`config.mk`:
```
export PLATFORM = sky130hd
export DESIGN_NAME = crc32c_pitched_rows
export DESIGN_NICKNAME = d
export VERILOG_FILES = /design/src/hdl/crcpr_pkg.sv /design/src/hdl/crcpr_fifo.sv /design/src/hdl/crcpr_front.sv /design/src/hdl/crcpr_back.sv /design/src/hdl/crc32c_pitched_rows.sv
export SDC_FILE = /design/constraint.sdc
export NUM_CORES = 1
export LEC_CHECK = 0
export ABC_AREA = 1
export BUFFER_PORTS_ARGS = -buffer_cell sky130_fd_sc_hd__buf_2
export CAP_MARGIN = 5
export CORE_ASPECT_RATIO = 0.9
export CORE_MARGIN = 4
export CORE_UTILIZATION = 61
export CTS_CLUSTER_SIZE = 8
export DETAILED_ROUTE_END_ITERATION = 12
export PLACE_DENSITY = 0.81
export SYNTH_ARGS = -nofsm -noshare
export SYNTH_HDL_FRONTEND = slang
export SYNTH_SLANG_ARGS = --single-unit
export TNS_END_PERCENT = 30
```
`constraint.sdc`:
```
create_clock -name clk -period 4.3 [get_ports clk]
set_input_delay 0.43 -clock clk [delete_from_list [all_inputs] [get_ports clk]]
set_output_delay 0.43 -clock clk [all_outputs]
set_load 0.05 [all_outputs]
```
`src/hdl/crcpr_pkg.sv`:
```
// Types, constants and the byte update function of the pitched-row CRC-32C block.
package crcpr_pkg;

  localparam logic [31:0] CRC_POLY = 32'h82F6_3B78;
  localparam logic [31:0] CRC_SEED = 32'hFFFF_FFFF;

  localparam int WIDTH_BITS = 21;
  localparam int COUNT_BITS = 16;
  localparam int ADDR_BITS  = 4;

  localparam logic [1:0] REG_ROW_WIDTH  = 2'd0;
  localparam logic [1:0] REG_ROW_STRIDE = 2'd1;
  localparam logic [1:0] REG_ROW_COUNT  = 2'd2;

  localparam logic [1:0] OP_START = 2'd0;
  localparam logic [1:0] OP_DATA  = 2'd1;
  localparam logic [1:0] OP_LAST  = 2'd2;
  localparam logic [1:0] OP_EMPTY = 2'd3;

  typedef struct packed {
    logic [WIDTH_BITS-1:0] row_width_bytes;
    logic [WIDTH_BITS-1:0] row_stride_bytes;
    logic [COUNT_BITS-1:0] row_count;
  } cfg_t;

  typedef struct packed {
    logic [1:0] op;
    logic [7:0] data;
  } cmd_t;

  function automatic logic [31:0] crc_byte(logic [31:0] crc, logic [7:0] b);
    logic [31:0] r;
    r = crc ^ {24'd0, b};
    for (int k = 0; k < 8; k++) begin
      r = r[0] ? (CRC_POLY ^ (r >> 1)) : (r >> 1);
    end
    return r;
  endfunction

endpackage

```
`src/hdl/crcpr_fifo.sv`:
```
// Small register FIFO used between the front, the back and the result ports.
module crcpr_fifo #(
  parameter int WIDTH = 8,
  parameter int DEPTH = 2
) (
  input  logic             clk,
  input  logic             rst,
  input  logic             wr_en,
  input  logic [WIDTH-1:0] wr_data,
  output logic             full,
  input  logic             rd_en,
  output logic [WIDTH-1:0] rd_data,
  output logic             empty
);

  localparam int AW = (DEPTH > 1) ? $clog2(DEPTH) : 1;

  logic [WIDTH-1:0] mem [DEPTH];
  logic [AW-1:0]    wr_ptr;
  logic [AW-1:0]    rd_ptr;
  logic [AW:0]      count;
  logic             do_wr;
  logic             do_rd;

  assign full    = (count == (AW+1)'(DEPTH));
  assign empty   = (count == '0);
  assign do_wr   = wr_en && !full;
  assign do_rd   = rd_en && !empty;
  assign rd_data = mem[rd_ptr];

  always_ff @(posedge clk) begin
    if (rst) begin
      wr_ptr <= '0;
      rd_ptr <= '0;
      count  <= '0;
    end else begin
      if (do_wr) begin
        wr_ptr <= (wr_ptr == AW'(DEPTH - 1)) ? '0 : wr_ptr + AW'(1);
      end
      if (do_rd) begin
        rd_ptr <= (rd_ptr == AW'(DEPTH - 1)) ? '0 : rd_ptr + AW'(1);
      end
      if (do_wr && !do_rd) begin
        count <= count + (AW+1)'(1);
      end else if (do_rd && !do_wr) begin
        count <= count - (AW+1)'(1);
      end
    end
  end

  always_ff @(posedge clk) begin
    if (do_wr) begin
      mem[wr_ptr] <= wr_data;
    end
  end

endmodule

```
`src/hdl/crcpr_front.sv`:
```
// Front end: tracks row and column, drops padding and classifies each transaction.
module crcpr_front (
  input  logic          clk,
  input  logic          rst,
  input  crcpr_pkg::cfg_t cfg,
  input  logic          accept,
  input  logic          action,
  input  logic [7:0]    data_byte,
  output logic          cmd_valid,
  output crcpr_pkg::cmd_t cmd
);
  import crcpr_pkg::*;

  logic [WIDTH_BITS-1:0] column;
  logic [WIDTH_BITS-1:0] column_next;
  logic [COUNT_BITS-1:0] row;
  logic [COUNT_BITS-1:0] row_next;
  logic                  finished;
  logic                  finished_next;
  logic [WIDTH_BITS-1:0] pitch;
  logic [WIDTH_BITS-1:0] col_inc;
  logic                  no_image;
  logic                  wrap_check;

  assign pitch    = (cfg.row_stride_bytes > cfg.row_width_bytes) ?
                    cfg.row_stride_bytes : cfg.row_width_bytes;
  assign col_inc  = column + WIDTH_BITS'(1);
  assign no_image = (cfg.row_width_bytes == '0) || (cfg.row_count == '0);

  always_comb begin
    column_next   = column;
    row_next      = row;
    finished_next = finished;
    cmd_valid     = 1'b0;
    cmd.op        = OP_DATA;
    cmd.data      = data_byte;
    wrap_check    = 1'b0;
    if (accept) begin
      if (action) begin
        column_next   = '0;
        row_next      = '0;
        finished_next = no_image;
        cmd_valid     = 1'b1;
        cmd.op        = no_image ? OP_EMPTY : OP_START;
      end else if (!finished && !no_image) begin
        column_next = col_inc;
        wrap_check  = 1'b1;
        if (column < cfg.row_width_bytes) begin
          cmd_valid = 1'b1;
          if ((col_inc == cfg.row_width_bytes) &&
              ({1'b0, row} + (COUNT_BITS+1)'(1) >= {1'b0, cfg.row_count})) begin
            finished_next = 1'b1;
            cmd.op        = OP_LAST;
            wrap_check    = 1'b0;
          end
        end
        if (wrap_check && (col_inc >= pitch)) begin
          column_next = '0;
          row_next    = row + COUNT_BITS'(1);
        end
      end
    end
  end

  always_ff @(posedge clk) begin
    if (rst) begin
      column   <= '0;
      row      <= '0;
      finished <= 1'b0;
    end else begin
      column   <= column_next;
      row      <= row_next;
      finished <= finished_next;
    end
  end

endmodule

```
`src/hdl/crcpr_back.sv`:
```
// Back end: runs the CRC-32C byte update and produces the final hash.
module crcpr_back (
  input  logic          clk,
  input  logic          rst,
  input  logic          cmd_empty,
  input  crcpr_pkg::cmd_t cmd,
  output logic          cmd_pop,
  input  logic          res_full,
  output logic          res_push,
  output logic [31:0]   res_hash
);
  import crcpr_pkg::*;

  logic [31:0] crc;
  logic [31:0] crc_next;
  logic [31:0] crc_upd;

  assign cmd_pop = !cmd_empty && !res_full;
  assign crc_upd = crc_byte(crc, cmd.data);

  always_comb begin
    crc_next = crc;
    res_push = 1'b0;
    res_hash = '0;
    if (cmd_pop) begin
      case (cmd.op)
        OP_START: begin
          crc_next = CRC_SEED;
        end
        OP_DATA: begin
          crc_next = crc_upd;
        end
        OP_LAST: begin
          crc_next = crc_upd;
          res_push = 1'b1;
          res_hash = ~crc_upd;
        end
        OP_EMPTY: begin
          crc_next = CRC_SEED;
          res_push = 1'b1;
        end
        default: begin
          crc_next = crc;
        end
      endcase
    end
  end

  always_ff @(posedge clk) begin
    if (rst) begin
      crc <= CRC_SEED;
    end else begin
      crc <= crc_next;
    end
  end

endmodule

```
`src/hdl/crc32c_pitched_rows.sv`:
```
// Top level of the pitched-row CRC-32C block: register port, front, queues and back.
// Throughput: one transaction per cycle on both sides while neither side stalls.
// Path: the hash of an image reaches the result ports after the last useful byte or an
// empty-image start is accepted; the front writes the command queue, then the back the result queue.
// Reset: synchronous; clears counters, queues and registers, and sets the CRC to all ones.
module crc32c_pitched_rows #(
  parameter int CMD_DEPTH = 2,
  parameter int RES_DEPTH = 2
) (
  input  logic        clk,
  input  logic        rst,
  input  logic        push,
  output logic        full,
  input  logic        action,
  input  logic [7:0]  data_byte,
  output logic        empty,
  input  logic        pop,
  output logic [31:0] hash,
  input  logic        psel,
  input  logic        penable,
  input  logic        pwrite,
  input  logic [crcpr_pkg::ADDR_BITS-1:0] paddr,
  input  logic [31:0] pwdata,
  output logic [31:0] prdata,
  output logic        pready
);
  import crcpr_pkg::*;

  cfg_t        cfg;
  logic        accept;
  logic        cmd_valid;
  cmd_t        cmd_in;
  cmd_t        cmd_out;
  logic [$bits(cmd_t)-1:0] cmd_rd;
  logic        cmd_full;
  logic        cmd_empty;
  logic        cmd_pop;
  logic        res_full;
  logic        res_push;
  logic [31:0] res_hash;

  assign pready = 1'b1;
  assign accept = push && !full;
  assign full   = cmd_full;

  always_ff @(posedge clk) begin
    if (rst) begin
      cfg <= '0;
    end else if (psel && penable && pwrite && pready) begin
      case (paddr[3:2])
        REG_ROW_WIDTH:  cfg.row_width_bytes  <= pwdata[WIDTH_BITS-1:0];
        REG_ROW_STRIDE: cfg.row_stride_bytes <= pwdata[WIDTH_BITS-1:0];
        REG_ROW_COUNT:  cfg.row_count        <= pwdata[COUNT_BITS-1:0];
        default: begin
        end
      endcase
    end
  end

  always_comb begin
    case (paddr[3:2])
      REG_ROW_WIDTH:  prdata = {{(32-WIDTH_BITS){1'b0}}, cfg.row_width_bytes};
      REG_ROW_STRIDE: prdata = {{(32-WIDTH_BITS){1'b0}}, cfg.row_stride_bytes};
      REG_ROW_COUNT:  prdata = {{(32-COUNT_BITS){1'b0}}, cfg.row_count};
      default:        prdata = '0;
    endcase
  end

  crcpr_front u_front (
    .clk       (clk),
    .rst       (rst),
    .cfg       (cfg),
    .accept    (accept),
    .action    (action),
    .data_byte (data_byte),
    .cmd_valid (cmd_valid),
    .cmd       (cmd_in)
  );

  crcpr_fifo #(
    .WIDTH ($bits(cmd_t)),
    .DEPTH (CMD_DEPTH)
  ) u_cmd_q (
    .clk     (clk),
    .rst     (rst),
    .wr_en   (cmd_valid),
    .wr_data (cmd_in),
    .full    (cmd_full),
    .rd_en   (cmd_pop),
    .rd_data (cmd_rd),
    .empty   (cmd_empty)
  );

  assign cmd_out = cmd_t'(cmd_rd);

  crcpr_back u_back (
    .clk       (clk),
    .rst       (rst),
    .cmd_empty (cmd_empty),
    .cmd       (cmd_out),
    .cmd_pop   (cmd_pop),
    .res_full  (res_full),
    .res_push  (res_push),
    .res_hash  (res_hash)
  );

  crcpr_fifo #(
    .WIDTH (32),
    .DEPTH (RES_DEPTH)
  ) u_res_q (
    .clk     (clk),
    .rst     (rst),
    .wr_en   (res_push),
    .wr_data (res_hash),
    .full    (res_full),
    .rd_en   (pop),
    .rd_data (hash),
    .empty   (empty)
  );

endmodule

```
; Yosys cells after proc, flatten, opt, wreduce, memory -nomap -nowiden
; Memory sizes are Yosys's and may differ from the RTL's. A register that Yosys moved wholly into a read port is not among the register bits.
; Cells that the tools add are included.
[classes]
addsub = 11
magnitude_cmp = 4
n_eq_ne = 8
n_mux = 56
n_bitwise = 10
n_reduce_logical = 47
[ops]
columns = operator, n
row1 = $mux 32, 10
row2 = $not 16->17, 8
row3 = $mux 21, 4
row4 = $pmux 32 s2, 1
row5 = $pmux 21 s3, 1
row6 = $mux 16, 3
row7 = $not 32->32, 1
row8 = $xor 32x8->32, 1
row9 = $mux 1, 27
row10 = $add 21x1->21 const B, 1
row11 = $eq 21x21->1, 1
row12 = $ge 21x21->1, 1
row13 = $gt 21x21->1, 1
row14 = $logic_not 21->1, 1
row15 = $lt 21x21->1, 1
row16 = $mux 2, 10
row17 = $add 16x1->17 const B, 1
row18 = $ge 17x16->1, 1
row19 = $add 16x1->16 const B, 1
row20 = $logic_not 16->1, 1
row21 = $logic_and 1x1->1, 15
row22 = $reduce_bool 2->1, 6
row23 = $eq 2x2->1 const B, 5
row24 = $logic_not 1->1, 10
row25 = 10 further kinds, 24
[totals]
register_bits = 136
mem_bits_rw = 84
elab_cells = 151
memories = 2
[mem_list]
columns = name, depth, width, read_ports, rd_clocked_by_memory_dff, wr, line_no
row1 = u_res_q.mem, 2, 32, 1, 1, 1, crcpr_fifo.sv:18  ; logic [WIDTH-1:0] mem [DEPTH];
row2 = u_cmd_q.mem, 2, 10, 1, 1, 1, crcpr_fifo.sv:18

; Depth between registers and ports, before layout
[logic_depth]
word_depth = 20
mapped_depth = 26
depth_no_buf = 24

; Cells and area by module
; From an unflattened synthesis, not the netlist that was laid out.
[unflattened]
cells_unflattened = 2042
hier_area_um2 = 15050.7
[modules_own_cells]
columns = mod, instances, cells_per_inst, area_per_inst_um2, seq_area_each_um2
row1 = crcpr_front, 1, 911, 5413.9, 760.7
row2 = crcpr_back, 1, 486, 3066.7, 640.6
row3 = crc32c_pitched_rows, 1, 440, 2880.3, 1161.1
row4 = crcpr_fifo at u_res_q, 1, 137, 2718.9, 2021.9
row5 = crcpr_fifo at u_cmd_q, 1, 68, 970.9, 700.7

; Least setup slack after synthesis
; Ideal clock, no wire load.
[synth_path]
path_kind = flip-flop to flip-flop
start = register cfg[43] (netlist name)
end = register u_front.row[12]
setup_time_ps = 115
t_arrival_ps = 3277
required_ps = 4185
path_slack_ps = 908
stages_incl_launch_ff = 26
path_buffers = 3
period_less_slack_ps = 3392
cell_sequence = dfxtp_1 inv_1 ha_1 a21oi_1 nor2_1 a211oi_1 o221ai_1 nand2_1 o211ai_1 nand2_1 clkbuf_1 nand2_1 o21ai_0 ha_1 a21oi_1 o21ai_0 a21oi_1 nor2_1 o211ai_1 nand4_1 nand2_1 nand2_1 buf_6 buf_2 a21oi_1 nor2_1
[synth_between]
elab_chain_len = 10
elab_cells_between_ends = 19
classes_between = order compare: 3 / eq/ne: 1 / mux: 6 / reduce/logical: 9
[synth_lines]
columns = element, line_no
row1 = branches (longest 9 deep; another with $gt 21x21->1), n/a
row2 = $reduce_and 3->1 (no source line) (*), n/a
row3 = to (signal assigned), crcpr_front.sv:72  ; row <= row_next;
row4 = to (decl), crcpr_front.sv:16  ; logic [COUNT_BITS-1:0] row;
; Mark *: on every way between the ends. The select of a mux whose other input is x is not followed.
; A chain may end at the register's enable or synchronous reset.

; Worst setup path in the final report
[layout_path]
start = register cfg[39] (netlist name)
end = register u_front.row[1]
[layout_between]
elab_chain_len = 10
elab_cells_between_ends = 19
classes_between = order compare: 3 / eq/ne: 1 / mux: 6 / reduce/logical: 9
[layout_lines]
columns = element
row1 = branches (longest 9 deep; another with $gt 21x21->1)
row2 = $reduce_and 3->1 (no source line) (*)
; Marks and branches as above.

==> flow_summary.toml <==
[clocking]
clock_latency_ps = 550
cts_setup_buffers = 0
cts_made_buffers = 31
cts_max_level = 1
cts.clk_slew.worst_paths_ps = 50
cts.sinks = 222
clock_tree.buffer_depth = 3
cts_tree = "done"
root_buffer = "sky130_fd_sc_hd__clkbuf_16"

[final_layout]
seqCellArea_um2 = 5290
antennaDiodeCount = 0
mostFrequentLayoutCells = "sky130_fd_sc_hd__nand2_1, sky130_fd_sc_hd__nor2_1, sky130_fd_sc_hd__inv_1"
multiInputGateArea_um2 = 7150
layout.cells.most_common = "sky130_fd_sc_hd__nand2_1"
layout.nets = 1904
synth_to_final_area_change_pct = 11.7
fraction_of_final_layout_cells_with_drive_strength_greater_than_1_pct = 13.0
n_fill_cell = 1715

[hold_path]
worst_hold_startpoint = "data_byte[2]"
worstHoldPathType = "in2reg"
hold-path-cell-count = 1

[global_routing]
grt_pass1_vias = 11205
gr-usage-all-layers_pct = 28.2
grt_antenna_before_repair = 0
maximum_number_of_pins_on_one_net_before_global_route_repair = 60
grt_first_pass_wirelength_um = 56000
grt-ovfl-total = 0

[synthesis]
synthesis.instances = 1683
synth_seq_area_share_pct = 39.5
ys.warnings.count = 0
share_of_the_synthesized_area_in_the_top_cell_type_pct = 20.6
post_synth.cell_area_avg_um2 = 7.95
synth_edf_count = 84
synth.ff_latch_count = 222
synth.area.top_cells = "sky130_fd_sc_hd__dfxtp_1, sky130_fd_sc_hd__edfxtp_1, sky130_fd_sc_hd__nand2_1, sky130_fd_sc_hd__ha_1, sky130_fd_sc_hd__o21ai_0"
synth.cell_area_um2 = 13400
proportion_of_register_bits_with_asynchronous_set_or_reset_after_synthesis_pct = 0
synth_top_cell_by_area = "sky130_fd_sc_hd__dfxtp_1"
synth_cell_type_count = 49
synth_flop_cell = "sky130_fd_sc_hd__dfxtp_1"

[routing]
final_antenna_net_count = 0
detail_route.first_pass.iterations = 5
drt_drc = 0
finalWirelength_um = 34600
initialDrtViolationCount = 1112
via_per_inst = 5.75
dr_total_vias = 11940
drt-wirelength-per-cell_um = 16.6

[power]
power_switching_share_pct = 48.0
powerDensity_nw_per_um2 = 808
combinationalPowerShare_pct = 57.9
intPower_w = 0.00628
p_sw_w = 0.00581
peakVddDrop_v = 0.000678
power_frac_clock_pct = 18.0
power.sequential.fraction_pct = 24.1
p_leak_nw = 6.59

[flow_run]
cap_violations = 0

[setup_path]
cp-start-kind = "register"
worstPathMaxFanout = 40
cp.required_ps = 4740
worst-setup-path-type = "reg2reg"
path_depth_of_the_worst_reg2reg_path = 21
crit_start = "cfg[39]"
crit_path_arrival_time_ps = 4430
timing.critical_path.to_type = "register"
rr_startpoint = "cfg[39]"

[die]
number_of_top_level_pins = 119
floorplan.initialDensity_pct = 61.9
rows = 51
floorplan.core_area_um2 = 21600
die_height_um = 149
die_x_um = 164
fp.dieArea_um2 = 24400

[sta]
setup-violations-final = 0
max_freq_mhz = 250
slew_at_the_pin_with_the_worst_max_slew_slack_ps = 1160
slew_headroom_pct = 22.9
hold_slack_ps = 73.5
totalNegativeSetupSlack_ps = 0
final.period_utilization_pct = 92.9
rsz0062_at_grt = "no"
fin_clk_skew_ps = 30.5
final.setup.worst_slack_ps = 304
slew_viol_final = 0
period_needed_ps = 4000
timing_hold_violations_final = 0

[placement]
detailed_place_hpwl_um = 25000
routabilityCongestion = 0.952
placement.setup.worst_slack_ps = 397
port_buffers = 93

[outcome]
run_status = "finished clean"
cell families (layout without fill, tap and decap cells):
logic type / after synthesis / in the layout / synth area share [%]
compound gates: 327 / 327 / 13.4
xor+xnor: 101 / 101 / 7.53
fa+ha+maj: 84 / 84 / 7.85
buf+inv: 241 / 334 / 7.53
flops: 222 / 222 / 39.5
mux: 34 / 34 / 2.84
other cells: 2 / 12 / 0.0561
simple gates: 672 / 672 / 21.4
stage by stage:
step           power [W]  utilization, %  cell area [µm²]  cells
2_1_floorplan    0.00836               -            13400   1693
3_3_place_gp     0.00956            65.2            14100   2026
3_5_place_dp     0.00976            65.2            14100   2026
4_1_cts           0.0120            69.1            15000   2077
5_1_grt           0.0130            69.1            15000   2077
6_report          0.0121            69.1            15000   2077
worst max-delay path, stage by stage (launching register included):
cell	delay [ps]
sky130_fd_sc_hd__dfxtp_1	360
sky130_fd_sc_hd__inv_1	150
sky130_fd_sc_hd__ha_1	320
sky130_fd_sc_hd__a21o_1	160
sky130_fd_sc_hd__a21oi_1	110
sky130_fd_sc_hd__o21ai_0	100
sky130_fd_sc_hd__a21oi_1	210
sky130_fd_sc_hd__o211ai_1	160
sky130_fd_sc_hd__nand2_1	130
sky130_fd_sc_hd__buf_12	190
sky130_fd_sc_hd__o21ai_0	100
sky130_fd_sc_hd__ha_1	370
sky130_fd_sc_hd__nand4_1	110
sky130_fd_sc_hd__nor4_1	400
sky130_fd_sc_hd__nand3b_1	140
sky130_fd_sc_hd__nand4_1	160
sky130_fd_sc_hd__nand2_1	70
sky130_fd_sc_hd__nand2_1	100
sky130_fd_sc_hd__buf_4	290
sky130_fd_sc_hd__nand3_1	110
sky130_fd_sc_hd__nand2_1	100
sky130_fd_sc_hd__nor2_1	50
synth_stat cells (all sizes together), types with 11 or more instances:
master / instances
mux2: 32
o221ai: 18
xor2: 76
edfxtp: 84
a21oi: 121
clkbuf: 46
buf: 30
nor4: 11
nand3: 71
inv: 163
o21ai: 160
nor2: 184
dfxtp: 138
nand2: 360
ha: 84
xnor2: 25
nand4: 31
o22ai: 14
sequential cells by signal, summed over array words and instances (netlist names), 2 cells and up, named ones only:
| register | count |
|---|---|
| u_res_q.mem | 64 |
| cfg | 58 |
| u_cmd_q.count | 2 |
| u_front.column | 21 |
| u_cmd_q.mem | 20 |
| u_back.crc | 32 |
| u_res_q.count | 2 |
| u_front.row | 16 |
area by class of cell:
type / instances / share of cell area (%)
inverter: 165 / 4.14
multi-input combinational: 1230 / 47.8
clock inverter: 1 / 0.0586
clock buffer: 50 / 5.66
tap: 291 / 2.43
timing repair buffer: 118 / 4.53
sequential: 222 / 35.3
repair_timing:
item / CTS / global route
endpoints found under the setup margin: 0 / 13
hold buffers: 0 / 0
gates resized for setup: 0 / 1
power groups by stage:
| stage | Combinational, W | Sequential, W | Clock, W |
|---|---|---|---|
| 2_1_floorplan | 0.00551 | 0.00284 | 0 |
| 3_3_place_gp | 0.00665 | 0.00291 | 0 |
| 3_5_place_dp | 0.00683 | 0.00294 | 0 |
| 4_1_cts | 0.00691 | 0.00290 | 0.00220 |
| 5_1_grt | 0.00774 | 0.00295 | 0.00230 |
| 6_report | 0.00700 | 0.00291 | 0.00218 |
final timing paths:
kind                       end  slack, ps
min          u_cmd_q.mem[1][2]         70
max reg2reg     u_front.row[1]        300
min reg2reg   u_front.finished        460
max             u_front.row[1]        300
per-layer routing:
metal	vias to the layer above	part of all wire (%)	GRT usage (%)
met3	73	9.5	4.99
li1	5817	-	-
met4	0	2.2	7.00
met1	5512	44	41.0
met2	538	44	43.9
met5	-	0	0
Power figures use the tool's default switching activity.
